### src/c3zp_pkg.sv
`timescale 1ns / 1ps
`default_nettype none

package c3zp_pkg;

  localparam int PIX_W       = 8;
  localparam int VAL_W       = 11;
  localparam int DIM_W       = 11;
  localparam int MODE_W      = 3;
  localparam int CFG_IDX_W   = 2;
  localparam int CFG_DATA_W  = 11;
  localparam int IN_TDATA_W  = 8;
  localparam int OUT_TDATA_W = 16;

  localparam logic [CFG_IDX_W-1:0] REG_FILTER_MODE  = 2'd0;
  localparam logic [CFG_IDX_W-1:0] REG_IMAGE_WIDTH  = 2'd1;
  localparam logic [CFG_IDX_W-1:0] REG_IMAGE_HEIGHT = 2'd2;

  localparam logic [MODE_W-1:0] MODE_IDENTITY = 3'd0;
  localparam logic [MODE_W-1:0] MODE_BOX      = 3'd1;
  localparam logic [MODE_W-1:0] MODE_GAUSS    = 3'd2;
  localparam logic [MODE_W-1:0] MODE_SOBEL_H  = 3'd3;
  localparam logic [MODE_W-1:0] MODE_SOBEL_V  = 3'd4;

  localparam logic KIND_PIXEL = 1'b0;
  localparam logic KIND_FLUSH = 1'b1;

  localparam logic [DIM_W-1:0] WIDTH_RESET  = 11'd640;
  localparam logic [DIM_W-1:0] HEIGHT_RESET = 11'd480;

  // floor(s/9) == (s*7282) >> 16 for every box sum up to 9*255
  localparam logic [12:0] BOX_RECIP   = 13'd7282;
  localparam int          BOX_SHIFT   = 16;
  localparam int          GAUSS_SHIFT = 4;

  localparam logic signed [VAL_W-1:0] SAT_MAX = 11'sd255;

  typedef logic [PIX_W-1:0] pix_t;

  // [row][col], row 0 is the upper image row
  typedef logic [2:0][2:0][PIX_W-1:0] win_t;

  typedef struct packed {
    logic [MODE_W-1:0] mode;
    logic              pad_top;
    logic              pad_bot;
    logic              pad_left;
    logic              pad_right;
  } kctrl_t;

endpackage

`default_nettype wire

### src/c3zp_kernel.sv
`timescale 1ns / 1ps
`default_nettype none

module c3zp_kernel import c3zp_pkg::*; (
  input  win_t                     win,
  input  kctrl_t                   ctrl,
  output logic signed [VAL_W-1:0]  value
);

  logic [2:0][2:0][PIX_W-1:0] a;
  logic [2:0][9:0]            row_sum;
  logic [2:0][9:0]            row_g;
  logic [2:0][9:0]            col_g;
  logic [11:0]                box_sum;
  logic [11:0]                gauss_sum;
  logic [24:0]                box_prod;
  logic signed [VAL_W-1:0]    sob_h;
  logic signed [VAL_W-1:0]    sob_v;

  always_comb begin
    for (int r = 0; r < 3; r++) begin
      for (int c = 0; c < 3; c++) begin
        if ((r == 0 && ctrl.pad_top) || (r == 2 && ctrl.pad_bot) ||
            (c == 0 && ctrl.pad_left) || (c == 2 && ctrl.pad_right)) begin
          a[r][c] = '0;
        end else begin
          a[r][c] = win[r][c];
        end
      end
    end

    for (int r = 0; r < 3; r++) begin
      row_sum[r] = 10'(a[r][0]) + 10'(a[r][1]) + 10'(a[r][2]);
      row_g[r]   = 10'(a[r][0]) + {1'b0, a[r][1], 1'b0} + 10'(a[r][2]);
    end
    for (int c = 0; c < 3; c++) begin
      col_g[c] = 10'(a[0][c]) + {1'b0, a[1][c], 1'b0} + 10'(a[2][c]);
    end

    box_sum   = 12'(row_sum[0]) + 12'(row_sum[1]) + 12'(row_sum[2]);
    gauss_sum = 12'(row_g[0]) + {1'b0, row_g[1], 1'b0} + 12'(row_g[2]);
    box_prod  = 25'(box_sum) * 25'(BOX_RECIP);

    sob_h = $signed({1'b0, row_g[0]}) - $signed({1'b0, row_g[2]});
    sob_v = $signed({1'b0, col_g[2]}) - $signed({1'b0, col_g[0]});

    unique case (ctrl.mode)
      MODE_BOX:     value = VAL_W'(box_prod[BOX_SHIFT +: PIX_W]);
      MODE_GAUSS:   value = VAL_W'(gauss_sum[GAUSS_SHIFT +: PIX_W]);
      MODE_SOBEL_H: value = (sob_h > SAT_MAX) ? SAT_MAX : sob_h;
      MODE_SOBEL_V: value = (sob_v > SAT_MAX) ? SAT_MAX : sob_v;
      default:      value = VAL_W'(a[1][1]);
    endcase
  end

endmodule

`default_nettype wire

### config.mk
export PLATFORM = sky130hd
export DESIGN_NAME = c3zp_kernel
export DESIGN_NICKNAME = d
export VERILOG_FILES = /design/src/c3zp_pkg.sv /design/src/c3zp_kernel.sv
export SDC_FILE = /design/constraint.sdc
export NUM_CORES = 1
export LEC_CHECK = 0
export BUFFER_PORTS_ARGS = -buffer_cell sky130_fd_sc_hd__buf_2
export CORE_ASPECT_RATIO = 0.9
export CORE_MARGIN = 8
export CORE_UTILIZATION = 46
export DETAILED_ROUTE_END_ITERATION = 8
export PLACE_DENSITY = 0.68
export SETUP_SLACK_MARGIN = 0.5
export SLEW_MARGIN = 10
export SYNTH_ARGS = -nofsm -noshare
export SYNTH_HDL_FRONTEND = slang
export SYNTH_SLANG_ARGS = --single-unit
### constraint.sdc
create_clock -name vclk -period 9.7
set_clock_uncertainty 0.2 [all_clocks]
set_input_delay 0.485 -clock vclk [all_inputs]
set_output_delay 0.485 -clock vclk [all_outputs]
set_load 0.03 [all_outputs]
# Word level (Yosys, flattened, before mapping)
# Cells that the tools add are included.
# classes
addsub,22
multipliers,1
div_mod_pow,0
order_cmp,2
eq_ne,4
shift,0
muxes,11
n_bitwise,0
n_reduce_logical,4
# ops
op,count
two-way mux 8 bit,8
adder 10 x 8 -> 10 bit,5
adder 8 x 9 -> 10 bit,5
case mux 11 bit (4 select lines),1
adder 9 x 8 -> 10 bit,3
adder 8 x 8 -> 9 bit,3
adder 12 x 10 -> 12 bit,2
"multiplier 12 x 12 -> 23 bit, second input constant",1
"greater-than comparator 11 x 9 -> 1 bit, second input constant",2
two-way mux 11 bit,2
subtractor 10 x 10 -> 11 bit,2
adder 10 x 11 -> 12 bit,1
adder 10 x 10 -> 11 bit,1
"equality test 3 x 2 -> 1 bit, second input constant",2
logical OR 1 bit,4
"equality test 3 x 1 -> 1 bit, second input constant",1
"equality test 3 bit, second input constant",1
# totals
register_bits,0
latchBits,0
ram_bits,0
rom_bits,0
output_inout_bits,11
n_memories,0

# Depth between registers and ports, before layout
# Gate-level depths: netlist (run 1).
# logic_depth
word_depth,8
mapped_depth,43
depth_no_buf,42

# Worst setup path before layout (run 1)
# No wires, ideal clock.
# synth_path
kind,input -> output
start,in ctrl[3] (netlist name)
end,out value[1]
arrival_time_ps,10282
t_required_ps,9015
slack_ps,-1267
cell_stages,40
path_buffers,1
path_cell_list,clkbuf_1 > nor2_1 > nand2_1 > inv_1 > fa_1 > fa_1 > inv_1 > fa_1 > inv_1 > ha_1 > a21o_1 > a21oi_1 > xnor2_1 > fa_1 > ha_1 > and2_1 > a22o_1 > nand2b_1 > (+4 left out) > inv_1 > ha_1 > inv_1 > fa_1 > inv_1 > fa_1 > inv_1 > fa_1 > inv_1 > ha_1 > o21ai_0 > o21bai_1 > o22ai_2 > o211ai_2 > xnor2_1 > o21ai_0 > nor3_1 > o32ai_1
# synth_between
elab_chain_len,8
word_cells_on_any_way,25
# synth_rtl
element,line,rtl
from (decl),c3zp_kernel.sv:6,"input kctrl_t ctrl,"
"logical OR 1 bit, on equally long branches","c3zp_kernel.sv:23, c3zp_kernel.sv:24",
two-way mux 8 bit,c3zp_kernel.sv:23,if ((r == 0 && ctrl.pad_top) || (r == 2 && ctrl.pad_bot) ||
adder 8 x 8 -> 9 bit (tied with other cells),c3zp_kernel.sv:33,row_sum[r] = 10'(a[r][0]) + 10'(a[r][1]) + 10'(a[r][2]);
adder 9 x 8 -> 10 bit (tied with other cells),c3zp_kernel.sv:33,
adder 10 x 10 -> 11 bit (tied with other cells),c3zp_kernel.sv:40,box_sum = 12'(row_sum[0]) + 12'(row_sum[1]) + 12'(row_sum[2]);
adder 12 x 10 -> 12 bit (tied with other cells),c3zp_kernel.sv:40,
multiplier 12 x 12 -> 23 bit (tied with other cells),c3zp_kernel.sv:42,box_prod = 25'(box_sum) * 25'(BOX_RECIP);
case mux 11 bit (4 select lines) *,c3zp_kernel.sv:47,unique case (ctrl.mode)
to (decl),c3zp_kernel.sv:7,output logic signed [VAL_W-1:0] value
# Every way passes the cells marked *; elsewhere a longest branch is shown, timed or not.

# Worst setup path after layout (run 1)
# layout_path
start,in ctrl[0] (netlist name)
end,out value[1]
# layout_between
elab_chain_len,8
word_cells_on_any_way,25
# layout_rtl
element,line
branches (longest 7 deep; another with multiplier 12 x 12 -> 23 bit),-
case mux 11 bit (4 select lines) *,c3zp_kernel.sv:47
# Every way passes the cells marked *.

==> impl_metrics.tcl, run 1 <==
set metrics [dict create \
    status "finished with violations" \
    violations "setup timing" \
    finalHoldViolations 0 \
    crit_start "ctrl[0]" \
    crit_path_top_delay_cell "fa_1" \
    num_antenna_cells 0 \
    synth_area_mm2 0.00826 \
    rsz0062_at_grt "true" \
    drt-initial-drc-count 452 \
    crit_end "value[1]" \
    final_layout_size_suffix_gt1_frac 0.324 \
    min_period_over_period 1.05 \
    fmax_mhz 97.9 \
    worstMarginPinSlew_ps 975 \
    grtUsageMet2 0.347 \
    ys_types 68 \
    worst_slack_ps -519 \
    grt_busiest_layer "met2" \
    first_pass_iters 5 \
    ant_nets 0 \
    fin_util 0.628 \
    wire_per_inst_um 17.1 \
    avgSynthCellArea_um2 8.71 \
    initial_core_util 0.469 \
    cp.arrival_ps 9530 \
    dieArea_mm2 0.0225 \
    cpPeakStageDelay_ps 550 \
    min_path_type "in -> out" \
    nNetsFinal 1567 \
    cp_max_fo 6 \
    finalMaxSlewViolations 0 \
    max_cap_viol_count 0 \
    end_kind "primary output" \
    gr-total-overflow 0 \
    seq_area_um2 0 \
    slew-limit-headroom 0.345 \
    io_pins 90 \
    cpMostUsedCell "fa_1" \
    grt_max_degree 19 \
    num_vias 7349 \
    fillers 1494 \
    grt_use_total 0.222 \
    yosysWarnings 0 \
    crit_type "in -> out" \
    die_x_um 157 \
    ys_seq_area_frac 0 \
    use_met3 0.0224 \
    dp_slack_ps -688 \
    grt_pass1_wl_mm 39.4 \
    nClkBuffers 0 \
    finalCriticalPeriod_ps 10220 \
    die_h_um 143 \
    drt-total-wl_mm 24.7 \
    synthesis.nets 1308 \
    syn_to_final_growth_pct 33.9 \
    drc 0 \
    syn_inst 948 \
    multi_input_area_mm2 0.00800 \
    most-common-layout-cells "221 x inv_1, 174 x buf_4, 136 x fa_1, 122 x ha_1, 76 x buf_2" \
    port_buffers 90 \
    worstPathRequired_ps 9020 \
    gp_congestion 0.957 \
    avgViaCountPerCell 5.09 \
    final_common_cell "inv_1" \
    met1_usage 0.325 \
    antenna_found_initial 1 \
    coreArea_mm2 0.0176 \
    worstSetupStartpointType "input pin" \
    seq_cells 0 \
    grt_pass1_vias 7814 \
    rows 46 \
    hpwlAfterDp_mm 21.1 \
    setup_viol 8 \
]
## per-stage QoR
step	hold WS, ps	area [um^2]	TNS, ps	cells
final	1130	11100	-3430	1445
after global routing	1150	11100	-5760	1445
after CTS	1130	10700	-2420	1430
after detailed placement	1180	10100	-4810	1387
after global placement	1180	10100	-3320	1387
after floorplan	992	8570	-147	948
## critical path: cells and delay by family
kind            cells  cell delay, ps
simple gates        5             620
buf+inv            13            1170
compound gates      8            1560
xor+xnor            3             450
fa+ha+maj          13            5200
## what timing repair did
item                       CTS  global route
pin swaps                   48            43
setup buffers               43            15
hold buffers                 0             0
resized for setup           61            49
setup endpoints to repair    8            11
## layer usage
layer | vias up | wire, um
met5 | - | 0
met4 | 0 | 629
met3 | 36 | 1610
met2 | 239 | 11000
met1 | 3492 | 11500
li1 | 3582 | -
## kinds of logic (layout without fill, tap and decap cells)
group,count (synthesis),in the layout,share of synthesized area
fa+ha+maj,282,282,0.553
buf+inv,242,499,0.110
simple gates,192,192,0.124
xor+xnor,65,65,0.0728
compound gates,167,167,0.140
## cell usage after synthesis, types with 2 or more instances
library cell | number | area [um^2]
o221ai_1 | 3 | 26.3
nand3b_1 | 2 | 15.0
nor2_1 | 30 | 113
a211oi_1 | 6 | 45.0
xor2_1 | 21 | 184
nor2b_1 | 17 | 106
or3_1 | 6 | 37.5
a21oi_1 | 51 | 255
and3b_1 | 2 | 17.5
a211oi_2 | 2 | 25.0
o21ai_0 | 25 | 125
and3_1 | 3 | 18.8
and2_1 | 23 | 144
fa_1 | 139 | 2780
ha_1 | 142 | 1780
a21o_1 | 12 | 90.1
o2111ai_1 | 4 | 35.0
o21a_1 | 6 | 45.0
inv_1 | 234 | 878
nand4b_1 | 2 | 17.5
o32ai_1 | 3 | 26.3
a22oi_1 | 2 | 15.0
o21ai_2 | 2 | 17.5
xnor2_1 | 42 | 368
o31a_1 | 2 | 17.5
nand3_1 | 16 | 80.1
nor3_1 | 14 | 70.1
nand4_1 | 2 | 12.5
a2bb2oi_1 | 2 | 17.5
o21bai_1 | 16 | 120
or2_2 | 3 | 18.8
o211ai_1 | 7 | 52.6
nand2b_1 | 27 | 169
clkbuf_1 | 7 | 26.3
a31oi_1 | 2 | 12.5
nand2_1 | 39 | 146
## layout make-up
class / instances / area share
multi-input combinational: 706 / 0.723
timing repair buffer: 265 / 0.170
inverter: 234 / 0.0794
tap: 240 / 0.0272
## worst min path at each step
stage / from / end / cells after the start
after global routing: win[32] / value[0] / 3
after CTS: win[32] / value[0] / 3
final: win[32] / value[0] / 3
after detailed placement: win[32] / value[0] / 3
after global placement: win[32] / value[0] / 3
after floorplan: win[32] / value[0] / 1
Power of run 1 is left out: the tool's default activity adds up to more than one toggle a clock period on the data nets, which glitch-free logic cannot reach.
==> run 2, diff against run 1 <==
CORE_ASPECT_RATIO = 1.1   (was 0.9)
PLACE_DENSITY = default   (was 0.68)
PLACE_DENSITY_LB_ADDON = 0.2   (was default)
==> run 2 against run 1 <==
Against the previous run: the flow still finishes with violations (setup timing); final cell count is 3.4% lower; routed wire length is 9.3% lower; hold slack better by 14 ps.
==> impl_metrics.tcl, run 2 (synthesized netlist as in run 1, its figures left out) <==
set metrics [dict create \
    status "finished with violations" \
    violations "setup timing" \
    fillers 1594 \
    setup_viol 8 \
    min_period_over_period 1.03 \
    worstMarginPinSlew_ps 855 \
    route.layer.met1.wl_mm 10.6 \
    syn_to_final_growth_pct 26.8 \
    max_cap_viol_count 0 \
    finalHoldViolations 0 \
    worstSetupStartpointType "input pin" \
    cpMostUsedCell "fa_1" \
    initial_core_util 0.467 \
    hpwlAfterDp_mm 20.9 \
    most-common-layout-cells "220 x inv_1, 137 x fa_1, 128 x buf_4, 127 x ha_1, 79 x buf_2" \
    top_layer_used "met4" \
    final_layout_size_suffix_gt1_frac 0.270 \
    num_antenna_cells 0 \
    num_vias 7058 \
    grt_max_degree 19 \
    crit_path_top_delay_cell "fa_2" \
    cp_max_fo 4 \
    gp_congestion 0.955 \
    die_h_um 157 \
    final_common_cell "inv_1" \
    grt_use_total 0.206 \
    route.met2.wl_mm 10.1 \
    slew-limit-headroom 0.426 \
    finalCriticalPeriod_ps 10020 \
    die_x_um 144 \
    coreArea_mm2 0.0177 \
    dieArea_mm2 0.0225 \
    wl_met3_mm 1.30 \
    cp.arrival_ps 9340 \
    crit_type "in -> out" \
    fin_tns_setup_ps -2070 \
    nClkBuffers 0 \
    drc 0 \
    seq_cells 0 \
    first_pass_iters 5 \
    wire_per_inst_um 16.1 \
    drt-initial-drc-count 267 \
    nNetsFinal 1520 \
    avgViaCountPerCell 5.06 \
    worstPathRequired_ps 9020 \
    multi_input_area_mm2 0.00779 \
    io_pins 90 \
    antenna_found_initial 0 \
    min_path_type "in -> out" \
    grt_pass1_vias 7282 \
    hold_path_depth 3 \
    end_kind "primary output" \
    rsz0062_at_grt "true" \
    gr-total-overflow 0 \
    rows 51 \
    port_buffers 90 \
    cpPeakStageDelay_ps 560 \
    grt_pass1_wl_mm 36.5 \
    worst_slack_ps -320 \
    finalMaxSlewViolations 0 \
    seq_area_um2 0 \
    drt-total-wl_mm 22.4 \
    ant_nets 0 \
    fmax_mhz 99.8 \
]
[run 2: changes by cell type in the layout (fill, tap and decap cells not counted), moves of 4 or more]
cell,change
a21oi_1,+5
buf_4,-46
buf_6,-4
ha_1,+5
o21ai_0,+4
[run 2: final cells by class]
class	count	share of cell area
Inverter	234	0.0839
Timing Repair Buffer	218	0.144
Tap cell	238	0.0284
Multi-Input combinational cell	706	0.744
[run 2: per-layer routing]
metal	track usage	vias to the layer above
li1	-	3490
met1	0.298	3348
met2	0.337	199
met3	0.0122	21
met4	0.0306	0
met5	0	-
[run 2: repair_timing]
item                       CTS  global route
setup endpoints to repair    8             8
buffers inserted             4             5
hold buffers                 0             0
pin swaps                   36            30
hold endpoints to repair     0             0
resized for setup           42            17
[run 2: path summary, 6_finish.rpt]
kind,start,to,slack [ps]
worst max-delay path,ctrl[0],value[1],-320
worst min-delay path,win[32],value[0],1140
[run 2: metrics by stage]
stage / area (um^2) / util / setup WS [ps] / cells / hold WS (ps)
4_1_cts: 10300 / 0.585 / -382 / 1391 / 1150
3_5_place_dp: 10100 / 0.574 / -636 / 1387 / 1200
5_1_grt: 10500 / 0.593 / -681 / 1396 / 1160
3_3_place_gp: 10100 / 0.574 / -519 / 1387 / 1190
6_report: 10500 / 0.593 / -320 / 1396 / 1140
2_1_floorplan: 8570 / - / -106 / 948 / 992
[run 2: worst max-delay path, delay by kind of cell]
family | cells | cell delay [ps]
fa+ha+maj | 12 | 4950
compound gates | 9 | 1780
buf+inv | 15 | 1360
simple gates | 4 | 480
xor+xnor | 2 | 290
Power of run 2 is left out for the same reason.
